## src/rtl/core/pst_pkg.sv

```systemverilog
// ----------------------------------------------------------------------------
// pst_pkg
// Types and codes shared by the priority task scheduler modules.
// ----------------------------------------------------------------------------
`default_nettype none

package pst_pkg;

  localparam int PRIO_W = 16;
  localparam int TASK_W = 16;
  localparam int CAP_W  = 5;

  localparam logic [CAP_W-1:0] CAP_RESET = 5'd16;

  localparam logic [0:0] REG_CAPACITY = 1'b0;

  localparam logic MODE_REGISTER = 1'b0;
  localparam logic MODE_EXECUTE  = 1'b1;

  localparam logic [1:0] ST_ACCEPTED = 2'd0;
  localparam logic [1:0] ST_FULL     = 2'd1;
  localparam logic [1:0] ST_DISPATCH = 2'd2;
  localparam logic [1:0] ST_EMPTY    = 2'd3;

  typedef struct packed {
    logic                     valid;
    logic signed [PRIO_W-1:0] prio;
    logic [TASK_W-1:0]        task_id;
  } pst_entry_t;

  typedef struct packed {
    logic insert;
    logic rotate;
  } pst_ctrl_t;

endpackage

`default_nettype wire

```

## src/rtl/core/priority_task_scheduler_top.sv

```systemverilog
// ----------------------------------------------------------------------------
// priority_task_scheduler_top
// Stable priority task table with ordered dispatch.
// ----------------------------------------------------------------------------
// Input beats carry mode, priority_req and task_id under in_valid/in_ready.
// Result beats carry status, out_task_id, out_priority and last under
// out_valid/out_ready. Capacity is set through the APB port at address 0.
// A register beat, if there is room, is sorted into the cell row as it is
// accepted; its single result appears on the next cycle. An execute beat on
// an empty table yields one EMPTY result; else the row rotates one cell per
// cycle while the output register is free, registering the head cell as a
// result each step. Input is taken one beat at a time, only while no execute
// is in progress and the output register is free or being drained.
// Reset empties the table and sets capacity to 16. When the receiver stalls,
// the held result stays put and dispatch pauses with the row intact.
// ----------------------------------------------------------------------------
`default_nettype none

module priority_task_scheduler_top #(
  parameter int MAX_TASKS = 16
) (
  input  logic                              clk,
  input  logic                              rst,
  input  logic                              in_valid,
  output logic                              in_ready,
  input  logic                              mode,
  input  logic signed [pst_pkg::PRIO_W-1:0] priority_req,
  input  logic [pst_pkg::TASK_W-1:0]        task_id,
  output logic                              out_valid,
  input  logic                              out_ready,
  output logic [1:0]                        status,
  output logic [pst_pkg::TASK_W-1:0]        out_task_id,
  output logic signed [pst_pkg::PRIO_W-1:0] out_priority,
  output logic                              last,
  input  logic                              psel,
  input  logic                              penable,
  input  logic                              pwrite,
  input  logic [2:0]                        paddr,
  input  logic [31:0]                       pwdata,
  output logic [31:0]                       prdata,
  output logic                              pready
);
  import pst_pkg::*;

  localparam int CW   = $clog2(MAX_TASKS + 1);
  localparam int CMPW = (CW > CAP_W) ? CW : CAP_W;

  localparam logic S_IDLE = 1'b0;
  localparam logic S_EXEC = 1'b1;

  logic             state, state_next;
  logic [CW-1:0]    count, count_next;
  logic [CW-1:0]    remaining, remaining_next;
  logic [CAP_W-1:0] capacity;

  logic                     out_valid_next;
  logic [1:0]               status_next;
  logic [TASK_W-1:0]        out_task_id_next;
  logic signed [PRIO_W-1:0] out_priority_next;
  logic                     last_next;

  logic       out_free;
  logic       in_acc;
  logic       room;
  pst_ctrl_t  ctrl;
  pst_entry_t head;

  // config port
  assign pready = 1'b1;
  assign prdata = (paddr[2:2] == REG_CAPACITY) ? {{(32-CAP_W){1'b0}}, capacity} : 32'd0;

  always_ff @(posedge clk) begin
    if (rst) begin
      capacity <= CAP_RESET;
    end else if (psel && penable && pwrite && pready && (paddr[2:2] == REG_CAPACITY)) begin
      capacity <= pwdata[CAP_W-1:0];
    end
  end

  assign out_free = !out_valid || out_ready;
  assign in_ready = (state == S_IDLE) && out_free;
  assign in_acc   = in_valid && in_ready;
  assign room     = (CMPW'(count) < CMPW'(capacity)) && (count < CW'(MAX_TASKS));

  assign ctrl.insert = in_acc && (mode == MODE_REGISTER) && room;
  assign ctrl.rotate = (state == S_EXEC) && out_free;

  pst_chain #(
    .MAX_TASKS (MAX_TASKS)
  ) u_chain (
    .clk      (clk),
    .rst      (rst),
    .ctrl     (ctrl),
    .new_prio (priority_req),
    .new_task (task_id),
    .count    (count),
    .head     (head)
  );

  always_comb begin
    state_next        = state;
    count_next        = count;
    remaining_next    = remaining;
    out_valid_next    = out_valid && !out_ready;
    status_next       = status;
    out_task_id_next  = out_task_id;
    out_priority_next = out_priority;
    last_next         = last;

    if (in_acc) begin
      if (mode == MODE_REGISTER) begin
        out_valid_next    = 1'b1;
        status_next       = room ? ST_ACCEPTED : ST_FULL;
        out_task_id_next  = '0;
        out_priority_next = '0;
        last_next         = 1'b1;
        if (room) begin
          count_next = count + CW'(1);
        end
      end else if (count == '0) begin
        out_valid_next    = 1'b1;
        status_next       = ST_EMPTY;
        out_task_id_next  = '0;
        out_priority_next = '0;
        last_next         = 1'b1;
      end else begin
        state_next     = S_EXEC;
        remaining_next = count;
      end
    end

    if (ctrl.rotate) begin
      out_valid_next    = 1'b1;
      status_next       = ST_DISPATCH;
      out_task_id_next  = head.task_id;
      out_priority_next = head.prio;
      last_next         = (remaining == CW'(1));
      remaining_next    = remaining - CW'(1);
      if (remaining == CW'(1)) begin
        state_next = S_IDLE;
      end
    end
  end

  always_ff @(posedge clk) begin
    if (rst) begin
      state     <= S_IDLE;
      count     <= '0;
      remaining <= '0;
      out_valid <= 1'b0;
    end else begin
      state     <= state_next;
      count     <= count_next;
      remaining <= remaining_next;
      out_valid <= out_valid_next;
    end
  end

  always_ff @(posedge clk) begin
    status       <= status_next;
    out_task_id  <= out_task_id_next;
    out_priority <= out_priority_next;
    last         <= last_next;
  end

endmodule

`default_nettype wire

```

## src/rtl/core/pst_cell.sv

```systemverilog
// ----------------------------------------------------------------------------
// pst_cell
// One slot of the sorted task row: keeps, takes the new task, or takes a
// neighbor's entry or, at the tail during rotation, the head entry.
// ----------------------------------------------------------------------------
`default_nettype none

module pst_cell (
  input  logic                              clk,
  input  logic                              rst,
  input  pst_pkg::pst_ctrl_t                ctrl,
  input  logic signed [pst_pkg::PRIO_W-1:0] new_prio,
  input  logic [pst_pkg::TASK_W-1:0]        new_task,
  input  pst_pkg::pst_entry_t               prev,
  input  pst_pkg::pst_entry_t               next,
  input  pst_pkg::pst_entry_t               head,
  input  logic                              prev_ge,
  input  logic                              is_tail,
  output pst_pkg::pst_entry_t               ent,
  output logic                              ge
);
  import pst_pkg::*;

  pst_entry_t ent_next;

  // entry stays ahead of the new task on ties, which keeps insertion order
  assign ge = ent.valid && ($signed(ent.prio) >= $signed(new_prio));

  always_comb begin
    ent_next = ent;
    if (ctrl.insert) begin
      if (!ge) begin
        if (prev_ge) begin
          ent_next.valid   = 1'b1;
          ent_next.prio    = new_prio;
          ent_next.task_id = new_task;
        end else begin
          ent_next = prev;
        end
      end
    end else if (ctrl.rotate) begin
      ent_next = is_tail ? head : next;
    end
  end

  always_ff @(posedge clk) begin
    if (rst) begin
      ent.valid <= 1'b0;
    end else begin
      ent <= ent_next;
    end
  end

endmodule

`default_nettype wire

```

## src/rtl/core/pst_chain.sv

```systemverilog
// ----------------------------------------------------------------------------
// pst_chain
// Row of task cells held in descending priority order; rotates on dispatch.
// ----------------------------------------------------------------------------
`default_nettype none

module pst_chain #(
  parameter int MAX_TASKS = 16
) (
  input  logic                                clk,
  input  logic                                rst,
  input  pst_pkg::pst_ctrl_t                  ctrl,
  input  logic signed [pst_pkg::PRIO_W-1:0]   new_prio,
  input  logic [pst_pkg::TASK_W-1:0]          new_task,
  input  logic [$clog2(MAX_TASKS+1)-1:0]      count,
  output pst_pkg::pst_entry_t                 head
);
  import pst_pkg::*;

  localparam int CW = $clog2(MAX_TASKS + 1);

  pst_entry_t ents [MAX_TASKS];
  logic       ges  [MAX_TASKS];

  assign head = ents[0];

  for (genvar i = 0; i < MAX_TASKS; i++) begin : g_cell
    pst_entry_t prev_ent;
    pst_entry_t next_ent;
    logic       prev_ge;
    logic       is_tail;

    if (i == 0) begin : g_first
      assign prev_ent = '0;
      assign prev_ge  = 1'b1;
    end else begin : g_mid
      assign prev_ent = ents[i-1];
      assign prev_ge  = ges[i-1];
    end

    if (i == MAX_TASKS - 1) begin : g_end
      assign next_ent = '0;
    end else begin : g_inner
      assign next_ent = ents[i+1];
    end

    assign is_tail = (count == CW'(i + 1));

    pst_cell u_cell (
      .clk      (clk),
      .rst      (rst),
      .ctrl     (ctrl),
      .new_prio (new_prio),
      .new_task (new_task),
      .prev     (prev_ent),
      .next     (next_ent),
      .head     (ents[0]),
      .prev_ge  (prev_ge),
      .is_tail  (is_tail),
      .ent      (ents[i]),
      .ge       (ges[i])
    );
  end

endmodule

`default_nettype wire

```

## config.mk

```make
export PLATFORM = sky130hd
export DESIGN_NAME = priority_task_scheduler_top
export DESIGN_NICKNAME = d
export VERILOG_FILES = /design/src/rtl/core/pst_pkg.sv /design/src/rtl/core/priority_task_scheduler_top.sv /design/src/rtl/core/pst_cell.sv /design/src/rtl/core/pst_chain.sv
export SDC_FILE = /design/constraint.sdc
export NUM_CORES = 2
export LEC_CHECK = 0
export BUFFER_PORTS_ARGS = -buffer_cell sky130_fd_sc_hd__buf_4
export CORE_UTILIZATION = 35
export CTS_CLUSTER_DIAMETER = 50
export DETAILED_ROUTE_END_ITERATION = 10
export GPL_ROUTABILITY_DRIVEN = 0
export GPL_TIMING_DRIVEN = 1
export PLACE_DENSITY = 0.51
export SYNTH_ARGS = -nofsm -noshare
export SYNTH_HDL_FRONTEND = slang
export SYNTH_SLANG_ARGS = --single-unit
```

## constraint.sdc

```tcl
create_clock -name clk -period 8.5 [get_ports clk]
set_input_delay 0.85 -clock clk [delete_from_list [all_inputs] [get_ports clk]]
set_output_delay 0.85 -clock clk [all_outputs]
set_load 0.02 [all_outputs]
```

==> out/results.txt <==
Initial Utilization: 35.4%
HP Class: in2reg
dominant cell type by area after synthesis: edfxtp_1
clock slew at reported path FFs: 0.05 ns
Skew-Pair Late Insertion Delay: 0.67 ns
register area share after synthesis: 42.1%
Clock Tree Root: clkbuf_16
Hold Buf Count CTS: 0
initial detailed-routing violation count: 3002
clock share of power: 44.0%
Post-CTS Repair Setup Buffers: 0
fin crit share: 56.1%
Max clock buf depth: 3
number of CTS-inserted buffers: 94
setup ws final: 3.73 ns
dpl cell area: 42300 um^2
Worst setup SP type: input port
drc violations: 11
number of flops mapped to enable cells by yosys: 545
skew final: 0.0247 ns
P_leak: 0.0173 uW
GRT overflow: 0
Synth top cells by count: 545 x edfxtp_1, 459 x mux2i_1, 406 x a21oi_1, 404 x nand2_1, 267 x ha_1
first-pass GRT wire length: 217 mm
Slew headroom: 16.9%
dpl hpwl: 100 mm
Synth area leaders: edfxtp_1 40%, mux2i_1 11%, ha_1 8.2%, a21oi_1 5.0%, nand2_1 3.7%
Routed Antenna Nets: 0
cell area after layout: 45400 um^2
Switch Pwr: 2660 uW
post-cts sizing count: 0
setup violators final: 0
Syn-to-layout area delta: 12.0%
worst slack, placed: 3.08 ns
RSZ-0062 raised after global routing: no
WL final: 148 mm
failing checks: design-rule violations
# rows: 124
Synth Area per Inst: 10.0 um^2
clock tree from TritonCTS: built
routed vias: 33800
via/cell ratio: 6.11
Routed WL per cell: 26.8 um
Sink Count: 580
largest net degree at the start of global routing: 187
Synth Instances: 4045
Reg power frac: 39.9%
Ys Warns: 0
share of layout cells above drive strength 1: 10.2%
Comb pwr share: 16.1%
CP arrival: 5.05 ns
max-slew violations: 0
initial antenna violation count: 3
fmax: 210 MHz
die height: 342 um
fraction of registers with async set or reset after synthesis: 0%
die area: 117000 um^2
number of diodes: 0
Tightest Pin Transition: 1.22 ns
Core Area: 115000 um^2
Peak VDD IR: 0.152 mV
Distinct cells, synth: 90
IO Count: 145
total negative slack: 0 ns
most frequent cell after synthesis: edfxtp_1
Final Net Count: 4272
Total GRT Usage: 24.6%
die width: 342 um
internal cell power: 6130 uW
flops & latches, synth: 580
max_cap viols: 0
Yosys top cell area share: 40.4%
final worst path period need: 4.77 ns
crit end category: register
DRT Pass-1 Iters: 9
vias in the first global route: 32200
kind of critical path: in2reg
Switching Share: 30.3%
status: complete, but fails checks
port bufs: 87
H-tree depth: 3
crit path max fanout: 33
synthesized area: 40600 um^2
Final Hold Vio Count: 0
Synth Flop Type: edfxtp_1
Pwr per Cell Area: 194 nW/um^2
worst path required time: 8.78 ns
[layout by cell type, fill, tap and decap left out, drive strengths merged, types with 20 or more instances in the layout]
cell type	netlist	final
a221oi	86	86
nand2	405	405
a22o	32	32
ha	267	267
o211ai	20	20
o21ai	101	101
a211oi	182	182
a22oi	34	34
a21o	52	52
clkbuf	238	112
inv	100	118
o311a	35	35
nor2	196	196
and3	39	39
conb	2	28
buf	170	171
a21oi	407	407
a32oi	42	42
nand3	31	31
mux2i	461	461
nand4	58	58
edfxtp	545	545
a311oi	37	37
o22ai	34	34
dfxtp	35	35
a221o	62	62
nor3	119	119
clkinv	0	33
nor2b	125	125
[per-stage QoR]
stage               cells  hold slack, ns  util, %  power, uW
finish               5523           0.422     39.6       8790
global route         5523           0.427     39.6       9100
CTS                  5523           0.398     39.6       8840
detailed placement   5346           0.454     36.9       4960
global placement     5346           0.446     36.9       4940
floorplan            4071           0.435        -       4470
[power groups by stage]
stage	clock, uW	sequential, uW	combinational (uW)
2_1_floorplan	0	3490	977
3_3_place_gp	0	3560	1370
3_5_place_dp	0	3560	1390
4_1_cts	3930	3510	1400
5_1_grt	4040	3520	1540
6_report	3870	3510	1410
[metal layers]
metal	global-route usage (%)	routed length, um
met3	2.47	7010
met1	32.5	64400
met5	0	23
met2	41.3	71400
met4	9.00	5220
[final cells by class]
type                    instances  area, um^2
repair buffers                171        1350
inverters                     100         375
multi-input cells            2983       21600
clock inverters                65         607
flip-flops and latches        580       17100
fillers                     11300       69200
clock buffers                 112        2500
well taps                    1512        1890
[registers in the layout, indices dropped and copies added (netlist names)]
register / count
remaining: 5
out_task_id: 16
state: 1
capacity: 5
count: 5
out_valid: 1
out_priority: 16
status: 2
last: 1
u_chain.g_cell.u_cell.ent: 528
[logic make-up (layout without fill, tap and decap cells)]
logic type / Yosys count / count (layout) / synth area share, %
AO/OA/AOI/OAI: 1193 / 1193 / 20.5
XOR/XNOR: 4 / 4 / 0.0864
adder cells (fa/ha/maj): 267 / 267 / 8.24
buffers and inverters: 508 / 448 / 5.59
flip-flops: 580 / 580 / 42.1
multiplexers: 464 / 464 / 11.5
other: 2 / 28 / 0.0185
AND/OR/NAND/NOR: 1027 / 1027 / 11.9
[worst max-delay path, cell delays in order]
cell,delay [ns]
buf_4,0.18
inv_1,0.60
ha_1,0.37
nand4_1,0.16
nor4_4,0.05
buf_4,0.28
inv_2,0.10
nand2_1,0.06
or4_1,0.47
a21oi_4,0.88
o21ba_2,0.97
[path summary, 6_finish.rpt]
kind | startpoint | endpoint | slack, ns | cells past startpoint
max | priority_req[3] | u_chain.g_cell[1].u_cell.ent[5] | 3.73 | 11
min | pwdata[0] | capacity[0] | 0.42 | 3
max reg2reg | u_chain.g_cell[1].u_cell.ent[31] | u_chain.g_cell[1].u_cell.ent[5] | 4.07 | 9
min reg2reg | capacity[4] | capacity[4] | 0.46 | 1
Power figures use the tool's default switching activity.
